[src/hw/rtl/emq_pkg.sv]
package emq_pkg;

  localparam int unsigned CODE_BITS  = 12;
  localparam int unsigned WORD_BITS  = 32;
  localparam int unsigned EV_BITS    = 6;
  localparam int unsigned CAP_BITS   = 5;
  localparam int unsigned CNT_BITS   = 4;

  localparam logic [CODE_BITS-1:0] NO_CODE = 12'hfff;

  // Input operation codes
  localparam logic [2:0] OP_POST_EVENT = 3'd0;
  localparam logic [2:0] OP_POST_HDR   = 3'd1;
  localparam logic [2:0] OP_POST_PARAM = 3'd2;
  localparam logic [2:0] OP_GET        = 3'd3;
  localparam logic [2:0] OP_CLEAR      = 3'd4;
  localparam logic [2:0] OP_QUERY      = 3'd5;

  // Result kinds
  localparam logic [2:0] KIND_NONE  = 3'd0;
  localparam logic [2:0] KIND_EVENT = 3'd1;
  localparam logic [2:0] KIND_CODE  = 3'd2;
  localparam logic [2:0] KIND_PARAM = 3'd3;
  localparam logic [2:0] KIND_QUERY = 3'd4;
  localparam logic [2:0] KIND_ACK   = 3'd5;

  // Result status codes
  localparam logic [1:0] STAT_OK      = 2'd0;
  localparam logic [1:0] STAT_SHORT   = 2'd1;
  localparam logic [1:0] STAT_DROPPED = 2'd2;

  // Command queue between front and back
  localparam int unsigned CMDQ_DEPTH = 2;
  localparam int unsigned CMDQ_AW    = 1;

  typedef enum logic [2:0] {
    CMD_EVENT_SET,
    CMD_PUSH,
    CMD_GET,
    CMD_CLEAR,
    CMD_QUERY
  } cmd_op_e;

  typedef struct packed {
    cmd_op_e                op;
    logic [EV_BITS-1:0]     ev;
    logic                   ev_ok;
    logic [WORD_BITS-1:0]   word;
    logic [CAP_BITS-1:0]    cap;
  } cmd_t;

  typedef enum logic [1:0] {
    BK_IDLE,
    BK_HDR,
    BK_ISSUE,
    BK_EMIT
  } back_state_e;

endpackage

[src/hw/rtl/emq_front.sv]
module emq_front #(
  parameter int unsigned EVENT_COUNT = 64
) (
  input  logic                                   in_valid_i,
  input  logic [2:0]                             op_i,
  input  logic [emq_pkg::EV_BITS-1:0]            event_index_i,
  input  logic [emq_pkg::CODE_BITS-1:0]          msg_code_i,
  input  logic [emq_pkg::CNT_BITS-1:0]           param_count_i,
  input  logic signed [emq_pkg::WORD_BITS-1:0]   param_word_i,
  input  logic [emq_pkg::CAP_BITS-1:0]           reader_capacity_i,
  input  logic [emq_pkg::CODE_BITS-1:0]          clean_all_code_i,
  input  logic                                   q_full_i,
  output logic                                   in_stall_o,
  output logic                                   push_valid_o,
  output emq_pkg::cmd_t                          cmd_o
);

  logic known_op;

  assign in_stall_o = q_full_i;

  always_comb begin
    known_op          = 1'b1;
    cmd_o.op          = emq_pkg::CMD_EVENT_SET;
    cmd_o.ev          = event_index_i;
    cmd_o.ev_ok       = ({1'b0, event_index_i} < 7'(EVENT_COUNT));
    cmd_o.word        = param_word_i;
    // A capacity of zero behaves as one slot.
    cmd_o.cap         = (reader_capacity_i == '0) ? 5'd1 : reader_capacity_i;
    case (op_i)
      emq_pkg::OP_POST_EVENT: begin
        cmd_o.op = emq_pkg::CMD_EVENT_SET;
      end
      emq_pkg::OP_POST_HDR: begin
        if (msg_code_i == clean_all_code_i) begin
          cmd_o.op = emq_pkg::CMD_CLEAR;
        end else begin
          cmd_o.op   = emq_pkg::CMD_PUSH;
          cmd_o.word = {16'd0, param_count_i, msg_code_i};
        end
      end
      emq_pkg::OP_POST_PARAM: begin
        cmd_o.op = emq_pkg::CMD_PUSH;
      end
      emq_pkg::OP_GET: begin
        cmd_o.op = emq_pkg::CMD_GET;
      end
      emq_pkg::OP_CLEAR: begin
        cmd_o.op = emq_pkg::CMD_CLEAR;
      end
      emq_pkg::OP_QUERY: begin
        cmd_o.op = emq_pkg::CMD_QUERY;
      end
      default: begin
        known_op = 1'b0;
      end
    endcase
  end

  // Undefined operations are accepted and dropped here.
  assign push_valid_o = in_valid_i && !q_full_i && known_op;

endmodule

[src/hw/rtl/emq_cmd_queue.sv]
module emq_cmd_queue (
  input  logic          clk_i,
  input  logic          rst_ni,
  input  logic          push_i,
  input  emq_pkg::cmd_t push_data_i,
  output logic          full_o,
  input  logic          pop_i,
  output logic          valid_o,
  output emq_pkg::cmd_t pop_data_o
);

  localparam int unsigned CW = emq_pkg::CMDQ_AW + 1;

  emq_pkg::cmd_t                 slots_q [emq_pkg::CMDQ_DEPTH];
  logic [emq_pkg::CMDQ_AW-1:0]   wr_q, wr_d, rd_q, rd_d;
  logic [CW-1:0]                 cnt_q, cnt_d;
  logic                          do_push, do_pop;

  assign full_o     = (cnt_q == CW'(emq_pkg::CMDQ_DEPTH));
  assign valid_o    = (cnt_q != '0);
  assign pop_data_o = slots_q[rd_q];
  assign do_push    = push_i && !full_o;
  assign do_pop     = pop_i && valid_o;

  always_comb begin
    wr_d  = do_push ? wr_q + 1'b1 : wr_q;
    rd_d  = do_pop ? rd_q + 1'b1 : rd_q;
    cnt_d = cnt_q + CW'(do_push) - CW'(do_pop);
  end

  always_ff @(posedge clk_i or negedge rst_ni) begin
    if (!rst_ni) begin
      wr_q  <= '0;
      rd_q  <= '0;
      cnt_q <= '0;
    end else begin
      wr_q  <= wr_d;
      rd_q  <= rd_d;
      cnt_q <= cnt_d;
    end
  end

  always_ff @(posedge clk_i) begin
    if (do_push) begin
      slots_q[wr_q] <= push_data_i;
    end
  end

endmodule

[src/hw/rtl/emq_back.sv]
module emq_back #(
  parameter int unsigned EVENT_COUNT = 64,
  parameter int unsigned FIFO_WORDS  = 64
) (
  input  logic                                   clk_i,
  input  logic                                   rst_ni,
  input  logic                                   cmd_valid_i,
  input  emq_pkg::cmd_t                          cmd_i,
  output logic                                   cmd_pop_o,
  output logic                                   out_valid_o,
  input  logic                                   out_stall_i,
  output logic [2:0]                             kind_o,
  output logic [emq_pkg::EV_BITS-1:0]            served_event_o,
  output logic [emq_pkg::CODE_BITS-1:0]          out_code_o,
  output logic signed [emq_pkg::WORD_BITS-1:0]   out_param_o,
  output logic                                   pending_o,
  output logic [1:0]                             status_o,
  output logic                                   last_o
);

  localparam int unsigned AW = (FIFO_WORDS > 1) ? $clog2(FIFO_WORDS) : 1;
  localparam int unsigned FW = $clog2(FIFO_WORDS + 1);
  localparam int unsigned CB = emq_pkg::CAP_BITS;
  localparam int unsigned NB = emq_pkg::CNT_BITS;

  emq_pkg::back_state_e state_q, state_d;

  logic [EVENT_COUNT-1:0]          flags_q, flags_d;
  logic [emq_pkg::WORD_BITS-1:0]   mem_q [FIFO_WORDS];
  logic [emq_pkg::WORD_BITS-1:0]   rd_data_q;
  logic [AW-1:0]                   rd_ptr_q, rd_ptr_d, wr_ptr_q, wr_ptr_d;
  logic [FW-1:0]                   fill_q, fill_d;
  logic                            mem_we, mem_re;

  logic [NB-1:0]                   pc_q, pc_d, idx_q, idx_d;
  logic [CB-1:0]                   cap_q, cap_d, dlv_q, dlv_d;
  logic [1:0]                      st_q, st_d;
  logic                            zero_q, zero_d;

  logic                            ov_q, ov_d;
  logic [2:0]                      kind_q, kind_d;
  logic [emq_pkg::EV_BITS-1:0]     sev_q, sev_d;
  logic [emq_pkg::CODE_BITS-1:0]   code_q, code_d;
  logic [emq_pkg::WORD_BITS-1:0]   par_q, par_d;
  logic                            pend_q, pend_d;
  logic [1:0]                      stat_q, stat_d;
  logic                            last_q, last_d;

  logic                            slot_free, fifo_full, fifo_empty, any_ev, deliver;
  logic [emq_pkg::EV_BITS-1:0]     low_idx;
  logic [NB-1:0]                   hdr_pc;
  logic [CB-1:0]                   hdr_pc5;

  assign slot_free  = !ov_q || !out_stall_i;
  assign fifo_full  = (fill_q == FW'(FIFO_WORDS));
  assign fifo_empty = (fill_q == '0);
  assign any_ev     = |flags_q;
  assign hdr_pc     = rd_data_q[emq_pkg::CODE_BITS +: NB];
  assign hdr_pc5    = {1'b0, hdr_pc};
  assign deliver    = ({1'b0, idx_q} + 5'd1) < cap_q;

  always_comb begin
    low_idx = '0;
    for (int i = EVENT_COUNT - 1; i >= 0; i--) begin
      if (flags_q[i]) begin
        low_idx = emq_pkg::EV_BITS'(i);
      end
    end
  end

  // Next state
  always_comb begin
    state_d = state_q;
    case (state_q)
      emq_pkg::BK_IDLE: begin
        if (cmd_valid_i && slot_free && cmd_i.op == emq_pkg::CMD_GET && !any_ev &&
            !fifo_empty) begin
          state_d = emq_pkg::BK_HDR;
        end
      end
      emq_pkg::BK_HDR: begin
        if (slot_free) begin
          state_d = emq_pkg::BK_ISSUE;
        end
      end
      emq_pkg::BK_ISSUE: begin
        if (idx_q == pc_q) begin
          state_d = emq_pkg::BK_IDLE;
        end else if (deliver) begin
          state_d = emq_pkg::BK_EMIT;
        end
      end
      emq_pkg::BK_EMIT: begin
        if (slot_free) begin
          state_d = emq_pkg::BK_ISSUE;
        end
      end
      default: begin
        state_d = emq_pkg::BK_IDLE;
      end
    endcase
  end

  // Datapath and outputs
  always_comb begin
    cmd_pop_o = 1'b0;
    flags_d   = flags_q;
    rd_ptr_d  = rd_ptr_q;
    wr_ptr_d  = wr_ptr_q;
    fill_d    = fill_q;
    mem_we    = 1'b0;
    mem_re    = 1'b0;
    pc_d      = pc_q;
    idx_d     = idx_q;
    cap_d     = cap_q;
    dlv_d     = dlv_q;
    st_d      = st_q;
    zero_d    = zero_q;
    ov_d      = ov_q && out_stall_i;
    kind_d    = kind_q;
    sev_d     = sev_q;
    code_d    = code_q;
    par_d     = par_q;
    pend_d    = pend_q;
    stat_d    = stat_q;
    last_d    = last_q;

    case (state_q)
      emq_pkg::BK_IDLE: begin
        if (cmd_valid_i && slot_free) begin
          cmd_pop_o = 1'b1;
          ov_d      = 1'b1;
          kind_d    = emq_pkg::KIND_ACK;
          sev_d     = '0;
          code_d    = emq_pkg::NO_CODE;
          par_d     = '0;
          pend_d    = 1'b0;
          stat_d    = emq_pkg::STAT_OK;
          last_d    = 1'b1;
          case (cmd_i.op)
            emq_pkg::CMD_EVENT_SET: begin
              if (cmd_i.ev_ok) begin
                flags_d = flags_q | (EVENT_COUNT'(1) << cmd_i.ev);
              end
            end
            emq_pkg::CMD_PUSH: begin
              if (fifo_full) begin
                stat_d = emq_pkg::STAT_DROPPED;
              end else begin
                mem_we   = 1'b1;
                wr_ptr_d = (wr_ptr_q == AW'(FIFO_WORDS - 1)) ? '0 : wr_ptr_q + 1'b1;
                fill_d   = fill_q + 1'b1;
              end
            end
            emq_pkg::CMD_GET: begin
              if (any_ev) begin
                flags_d = flags_q & ~(EVENT_COUNT'(1) << low_idx);
                kind_d  = emq_pkg::KIND_EVENT;
                sev_d   = low_idx;
              end else if (fifo_empty) begin
                kind_d = emq_pkg::KIND_NONE;
              end else begin
                // Header read is issued now; the code result follows.
                ov_d     = ov_q && out_stall_i;
                kind_d   = kind_q;
                sev_d    = sev_q;
                code_d   = code_q;
                par_d    = par_q;
                pend_d   = pend_q;
                stat_d   = stat_q;
                last_d   = last_q;
                mem_re   = 1'b1;
                rd_ptr_d = (rd_ptr_q == AW'(FIFO_WORDS - 1)) ? '0 : rd_ptr_q + 1'b1;
                fill_d   = fill_q - 1'b1;
                cap_d    = cmd_i.cap;
              end
            end
            emq_pkg::CMD_CLEAR: begin
              rd_ptr_d = '0;
              wr_ptr_d = '0;
              fill_d   = '0;
            end
            emq_pkg::CMD_QUERY: begin
              kind_d = emq_pkg::KIND_QUERY;
              pend_d = cmd_i.ev_ok && flags_q[cmd_i.ev];
            end
            default: begin
              ov_d = ov_q && out_stall_i;
            end
          endcase
        end
      end
      emq_pkg::BK_HDR: begin
        if (slot_free) begin
          pc_d   = hdr_pc;
          idx_d  = '0;
          st_d   = (hdr_pc5 >= cap_q) ? emq_pkg::STAT_SHORT : emq_pkg::STAT_OK;
          dlv_d  = (hdr_pc5 < cap_q) ? hdr_pc5 : cap_q - 5'd1;
          ov_d   = 1'b1;
          kind_d = emq_pkg::KIND_CODE;
          sev_d  = '0;
          code_d = rd_data_q[emq_pkg::CODE_BITS-1:0];
          par_d  = '0;
          pend_d = 1'b0;
          stat_d = (hdr_pc5 >= cap_q) ? emq_pkg::STAT_SHORT : emq_pkg::STAT_OK;
          last_d = (hdr_pc == '0) || (cap_q == 5'd1);
        end
      end
      emq_pkg::BK_ISSUE: begin
        if (idx_q != pc_q) begin
          zero_d = fifo_empty;
          if (!fifo_empty) begin
            mem_re   = deliver;
            rd_ptr_d = (rd_ptr_q == AW'(FIFO_WORDS - 1)) ? '0 : rd_ptr_q + 1'b1;
            fill_d   = fill_q - 1'b1;
          end
          if (!deliver) begin
            idx_d = idx_q + 1'b1;
          end
        end
      end
      emq_pkg::BK_EMIT: begin
        if (slot_free) begin
          ov_d   = 1'b1;
          kind_d = emq_pkg::KIND_PARAM;
          sev_d  = '0;
          code_d = emq_pkg::NO_CODE;
          par_d  = zero_q ? '0 : rd_data_q;
          pend_d = 1'b0;
          stat_d = st_q;
          last_d = (({1'b0, idx_q} + 5'd1) == dlv_q);
          idx_d  = idx_q + 1'b1;
        end
      end
      default: begin
        ov_d = ov_q && out_stall_i;
      end
    endcase
  end

  always_ff @(posedge clk_i or negedge rst_ni) begin
    if (!rst_ni) begin
      state_q  <= emq_pkg::BK_IDLE;
      flags_q  <= '0;
      rd_ptr_q <= '0;
      wr_ptr_q <= '0;
      fill_q   <= '0;
      ov_q     <= 1'b0;
    end else begin
      state_q  <= state_d;
      flags_q  <= flags_d;
      rd_ptr_q <= rd_ptr_d;
      wr_ptr_q <= wr_ptr_d;
      fill_q   <= fill_d;
      ov_q     <= ov_d;
    end
  end

  always_ff @(posedge clk_i) begin
    pc_q   <= pc_d;
    idx_q  <= idx_d;
    cap_q  <= cap_d;
    dlv_q  <= dlv_d;
    st_q   <= st_d;
    zero_q <= zero_d;
    kind_q <= kind_d;
    sev_q  <= sev_d;
    code_q <= code_d;
    par_q  <= par_d;
    pend_q <= pend_d;
    stat_q <= stat_d;
    last_q <= last_d;
  end

  always_ff @(posedge clk_i) begin
    if (mem_we) begin
      mem_q[wr_ptr_q] <= cmd_i.word;
    end
    if (mem_re) begin
      rd_data_q <= mem_q[rd_ptr_q];
    end
  end

  assign out_valid_o    = ov_q;
  assign kind_o         = kind_q;
  assign served_event_o = sev_q;
  assign out_code_o     = code_q;
  assign out_param_o    = par_q;
  assign pending_o      = pend_q;
  assign status_o       = stat_q;
  assign last_o         = last_q;

endmodule

[src/hw/rtl/event_bitmap_and_message_queue_top.sv]
// A popped message gives its code result first and then its parameters one at a time, and
// parameters beyond the reader's capacity are discarded at one per cycle.
// Throughput is set by the back-end sequencer and its single memory read port.
// Reset (asynchronous, active low) clears the event flags, queue pointers, fill level and the
// clean-all code; the message memory contents are left as they are.
module event_bitmap_and_message_queue_top #(
  parameter int unsigned EVENT_COUNT = 64,
  parameter int unsigned FIFO_WORDS  = 64
) (
  input  logic                                   clk_i,
  input  logic                                   rst_ni,
  // Configuration write channel: the clean-all code
  input  logic                                   cfg_valid_i,
  output logic                                   cfg_ready_o,
  input  logic [emq_pkg::CODE_BITS-1:0]          cfg_data_i,
  // Request channel
  input  logic                                   in_valid_i,
  output logic                                   in_stall_o,
  input  logic [2:0]                             op_i,
  input  logic [emq_pkg::EV_BITS-1:0]            event_index_i,
  input  logic [emq_pkg::CODE_BITS-1:0]          msg_code_i,
  input  logic [emq_pkg::CNT_BITS-1:0]           param_count_i,
  input  logic signed [emq_pkg::WORD_BITS-1:0]   param_word_i,
  input  logic [emq_pkg::CAP_BITS-1:0]           reader_capacity_i,
  // Result channel
  output logic                                   out_valid_o,
  input  logic                                   out_stall_i,
  output logic [2:0]                             kind_o,
  output logic [emq_pkg::EV_BITS-1:0]            served_event_o,
  output logic [emq_pkg::CODE_BITS-1:0]          out_code_o,
  output logic signed [emq_pkg::WORD_BITS-1:0]   out_param_o,
  output logic                                   pending_o,
  output logic [1:0]                             status_o,
  output logic                                   last_o
);

  // Rewrite the clean-all code only while the block is idle (the block does not enforce
  // this), so it can be compared in the front end when a header transaction is classified.
  logic [emq_pkg::CODE_BITS-1:0] clean_code_q;

  logic          q_full, q_push, q_valid, q_pop;
  emq_pkg::cmd_t q_in, q_out;

  assign cfg_ready_o = 1'b1;

  always_ff @(posedge clk_i or negedge rst_ni) begin
    if (!rst_ni) begin
      clean_code_q <= '0;
    end else if (cfg_valid_i) begin
      clean_code_q <= cfg_data_i;
    end
  end

  // The front end decodes each request transaction into a command for the back end.
  emq_front #(
    .EVENT_COUNT(EVENT_COUNT)
  ) u_front (
    .in_valid_i        (in_valid_i),
    .op_i              (op_i),
    .event_index_i     (event_index_i),
    .msg_code_i        (msg_code_i),
    .param_count_i     (param_count_i),
    .param_word_i      (param_word_i),
    .reader_capacity_i (reader_capacity_i),
    .clean_all_code_i  (clean_code_q),
    .q_full_i          (q_full),
    .in_stall_o        (in_stall_o),
    .push_valid_o      (q_push),
    .cmd_o             (q_in)
  );

  // A short command queue decouples acceptance from execution.
  emq_cmd_queue u_queue (
    .clk_i       (clk_i),
    .rst_ni      (rst_ni),
    .push_i      (q_push),
    .push_data_i (q_in),
    .full_o      (q_full),
    .pop_i       (q_pop),
    .valid_o     (q_valid),
    .pop_data_o  (q_out)
  );

  // The back end owns the event flags and message memory and drives the result register.
  emq_back #(
    .EVENT_COUNT(EVENT_COUNT),
    .FIFO_WORDS (FIFO_WORDS)
  ) u_back (
    .clk_i          (clk_i),
    .rst_ni         (rst_ni),
    .cmd_valid_i    (q_valid),
    .cmd_i          (q_out),
    .cmd_pop_o      (q_pop),
    .out_valid_o    (out_valid_o),
    .out_stall_i    (out_stall_i),
    .kind_o         (kind_o),
    .served_event_o (served_event_o),
    .out_code_o     (out_code_o),
    .out_param_o    (out_param_o),
    .pending_o      (pending_o),
    .status_o       (status_o),
    .last_o         (last_o)
  );

endmodule
[config.mk]
export PLATFORM = sky130hd
export DESIGN_NAME = event_bitmap_and_message_queue_top
export DESIGN_NICKNAME = d
export VERILOG_FILES = /design/src/hw/rtl/emq_pkg.sv /design/src/hw/rtl/emq_front.sv /design/src/hw/rtl/emq_cmd_queue.sv /design/src/hw/rtl/emq_back.sv /design/src/hw/rtl/event_bitmap_and_message_queue_top.sv
export SDC_FILE = /design/constraint.sdc
export NUM_CORES = 2
export LEC_CHECK = 0
export ABC_AREA = 1
export BUFFER_PORTS_ARGS = -buffer_cell sky130_fd_sc_hd__buf_2
export CORE_MARGIN = 2
export CORE_UTILIZATION = 50
export DETAILED_ROUTE_END_ITERATION = 10
export PLACE_DENSITY = 0.68
export SYNTH_ARGS = -nofsm -noshare
export SYNTH_HDL_FRONTEND = slang
export SYNTH_SLANG_ARGS = --single-unit
export TNS_END_PERCENT = 20
[constraint.sdc]
create_clock -name clk_i -period 4.6 [get_ports clk_i]
set_input_delay 0.46 -clock clk_i [delete_from_list [all_inputs] [get_ports clk_i]]
set_output_delay 0.46 -clock clk_i [all_outputs]
set_load 0.01 [all_outputs]
==> impl_metrics.ini <==
[setup_path]
r2r_end = u_back.flags_q[44]
arrival_ns = 5.15
crit_type = register to register
r2r_start = u_back.flags_q[61]
crit_path_top_delay_cell = dfrtp_1
end_kind = register
path_max_fanout = 4
r2r_setup_slack_ns = 0.14
slowest_delay_ns = 0.39
required_ns = 5.29
cp-start-kind = register
reg2reg_depth = 66
path_common_cell = nand2_1

[timing]
tns_ns = 0
hold_slack_ns = 0.04205
slew_viol_final = 0
setup_viol_count_final = 0
fin_crit_sh_pct = 97.00
period_minus_slack_ns = 4.462
fmax_ghz = 0.2241
tightestPinTransition_ns = 1.352
hold_viol_final = 0
rsz0062_at_grt = true
finalClockSkew_ns = 0.08243
slew_headroom_pct = 9.537

[floorplanning]
die_area_sq_um = 190700
core-area_sq_um = 185800
rows = 158
start_util_pct = 50.39
die_x_microns = 436.7
io_pins = 139
chipHeight_microns = 436.7

[routing]
routedWlPerCell_microns = 27.00
drt_iter0_markers = 9453
vias = 63340
wl_microns = 275000
first_pass_iters = 6
route.detailed.drc = 0
drtAntennaViolNets = 0
via_per_inst = 6.220

[placement]
placed_cells = 9676
port_buffers = 137
place.gp.congestion = 0.9333
hpwl_microns = 160300

[layout]
drive_gt1_share_pct = 11.71
fillers = 14320
nets = 7600
final_cells = 10180
area_growth_pct = 14.54

[yosys]
ys_types = 46
yosysSeqAreaShare_pct = 74.85
synth_warnings = 0
netlist_area_sq_um = 93630
ys_ff_latch = 2351
synth_nets = 7376
syn_avg_cell_area_sq_um = 12.86
synthTopCellsByArea = edfxtp_1 (72%), o21ai_0 (5.8%), nor2_1 (5.1%), dfrtp_1 (2.7%), nand2_1 (2.3%)
synth_top_area_share_pct = 72.13
yosys.area.top_type = edfxtp_1
synthCells = 7279

[grt]
grt_pass1_wl_microns = 401500
grt_pass1_vias = 60490
met1_usage_pct = 40.08
grt_max_degree = 201
antenna_found_initial = 8
busiest_layer = met2
grt.met2_usage_pct = 43.06
use_met3_pct = 5.522
track_usage_pct = 28.29
gr-total-overflow = 0

[clocking]
cts_tree = done
cts.sinks = 2351
path_clk_slew_ns = 0.06
cts_made_buffers = 226
cts_root_buffer = clkbuf_16
htree_levels = 4
clock_path_buffers = 3
worstSkewPairLatency_ns = 0.91

[pwr]
power.static_leakage_nw = 35.35
switchingPower_mw = 26.66
p_comb_share_pct = 34.2
peakVddDrop_mv = 0.5673
p_int_mw = 42.57
switching_share_pct = 38.51
seqPwrFrac_pct = 39.6
power.share.clock_pct = 26.2
p_per_area_nw_per_um2 = 645.5

[min_path]
hold_path_class = primary input to asynchronous set/reset pin

[flow_run]
maxCapViolations = 0

[run_status]
status = finished, final reports clean
==> final cells by class <==
class                           instances  area, sq um  area share, %
Inverter                              254        980.9         0.9146
Clock buffer                          283         5929          5.529
Tap cell                             2480         3103          2.893
Antenna cell                            1        2.502       0.002333
Timing Repair Buffer                  479         4315          4.024
Multi-Input combinational cell       4191        21500          20.05
Sequential cell                      2351        70100          65.36
Clock inverter                        143         1316          1.227
==> flip-flops by register name, indices dropped and copies added, names as in the netlist, 7 cells and up <==
register and flops:
u_queue.slots_q 92, u_back.rd_data_q 32, u_back.fill_q 7, u_back.out_param_o 32, u_back.out_code_o 12, u_back.mem_q 2048, u_back.flags_q 64, clean_code_q 12
==> worst max-delay path: cells and delay by family, from the launching register on <==
family | cells | cell delay, ns
and+or+nand+nor | 64 | 3.78
DFF | 1 | 0.39
AOI/OAI and AO/OA | 1 | 0.07
buffers and inverters | 1 | 0.06
==> power groups by stage <==
stage	combinational, mW	clock, mW	sequential [mW]
finish	23.7	18.1	27.4
CTS	23.2	18.3	27.4
detailed placement	23.0	0	27.8
floorplan	12.8	0	27.6
global placement	22.6	0	27.8
global route	25.1	19.1	27.4
==> stage by stage <==
step,utilization [%],total power [mW],area [sq um],worst slack [ns]
floorplan,-,40.46,93630,0.09329
global placement,53.33,50.36,99110,-0.04980
detailed placement,53.33,50.83,99110,0.1542
CTS,57.65,68.82,107100,0.1175
global route,57.71,71.63,107200,-0.5994
finish,57.71,69.23,107200,0.1378
==> metal layers <==
metal  up-vias  part of all wire [%]
met5         -                 0.015
li1      27460                     -
met3       538                    11
met1     31490                    39
met2      3846                    45
met4         6                   4.4
==> cell usage in the layout (no fill, tap or decap), types with 50 or more instances in the layout <==
| cell | count |
|---|---|
| nand4_1 | 50 |
| o221ai_1 | 211 |
| buf_4 | 196 |
| inv_1 | 240 |
| clkinv_1 | 58 |
| clkbuf_16 | 226 |
| a21oi_1 | 144 |
| buf_12 | 69 |
| nor2_1 | 1194 |
| dlygate4sd3_1 | 77 |
| clkbuf_1 | 51 |
| a31oi_1 | 52 |
| dfrtp_1 | 98 |
| o211ai_1 | 54 |
| edfxtp_1 | 2249 |
| o21ai_0 | 1086 |
| nand2_1 | 540 |
| o22ai_1 | 327 |
| buf_2 | 136 |
| nor2_4 | 69 |
| nand3_1 | 215 |
==> cell usage after synthesis, drive strengths merged <==
cell	count
conb	1
a22o	1
clkinv	6
clkbuf	460
o22ai	327
xor2	26
buf	23
nand4	52
a221o	19
inv	248
o21bai	3
a32o	8
nand3	220
nor3b	2
edfxtp	2249
o311ai	7
o21ai	1089
o211ai	54
a221oi	3
xnor2	9
nand2	579
nor2	1277
o31ai	2
dfrtp	102
nor3	31
and3	1
a31oi	52
o221ai	211
o41ai	2
or2	14
a21oi	150
o311a	1
a211oi	3
a311oi	2
nor4	12
mux2	12
o32ai	1
ha	18
o2111ai	2
==> how the worst max path moves through the flow <==
stage / end / slack (ns) / start / cells past startpoint
finish: u_back.flags_q[44] / 0.14 / u_back.flags_q[61] / 66
detailed placement: u_back.flags_q[57] / 0.15 / u_back.flags_q[62] / 68
global placement: u_back.flags_q[41] / -0.05 / u_back.flags_q[62] / 68
floorplan: u_back.rd_data_q[0] / 0.09 / u_back.idx_q[0] / 6
CTS: u_back.flags_q[41] / 0.12 / u_back.flags_q[62] / 68
global route: u_back.flags_q[12] / -0.60 / u_back.flags_q[62] / 67
==> cells by family after synthesis <==
logic type      after synthesis  share of synthesized area, %
compound gates             1937                         12.09
xor+xnor                     35                        0.3274
fa+ha+maj                    18                        0.2405
buf+inv                     737                         2.959
flops                      2351                         74.85
mux                          12                        0.1443
other cells                   1                      0.004005
simple gates               2188                         9.377
==> repair_timing <==
item,in CTS,in global routing
endpoints found under the hold margin,127,0
resized for setup,0,29
setup endpoints to repair,0,251
hold buffers,77,0
setup buffers,0,2
Note: power is estimated with default switching activity, not from simulation.
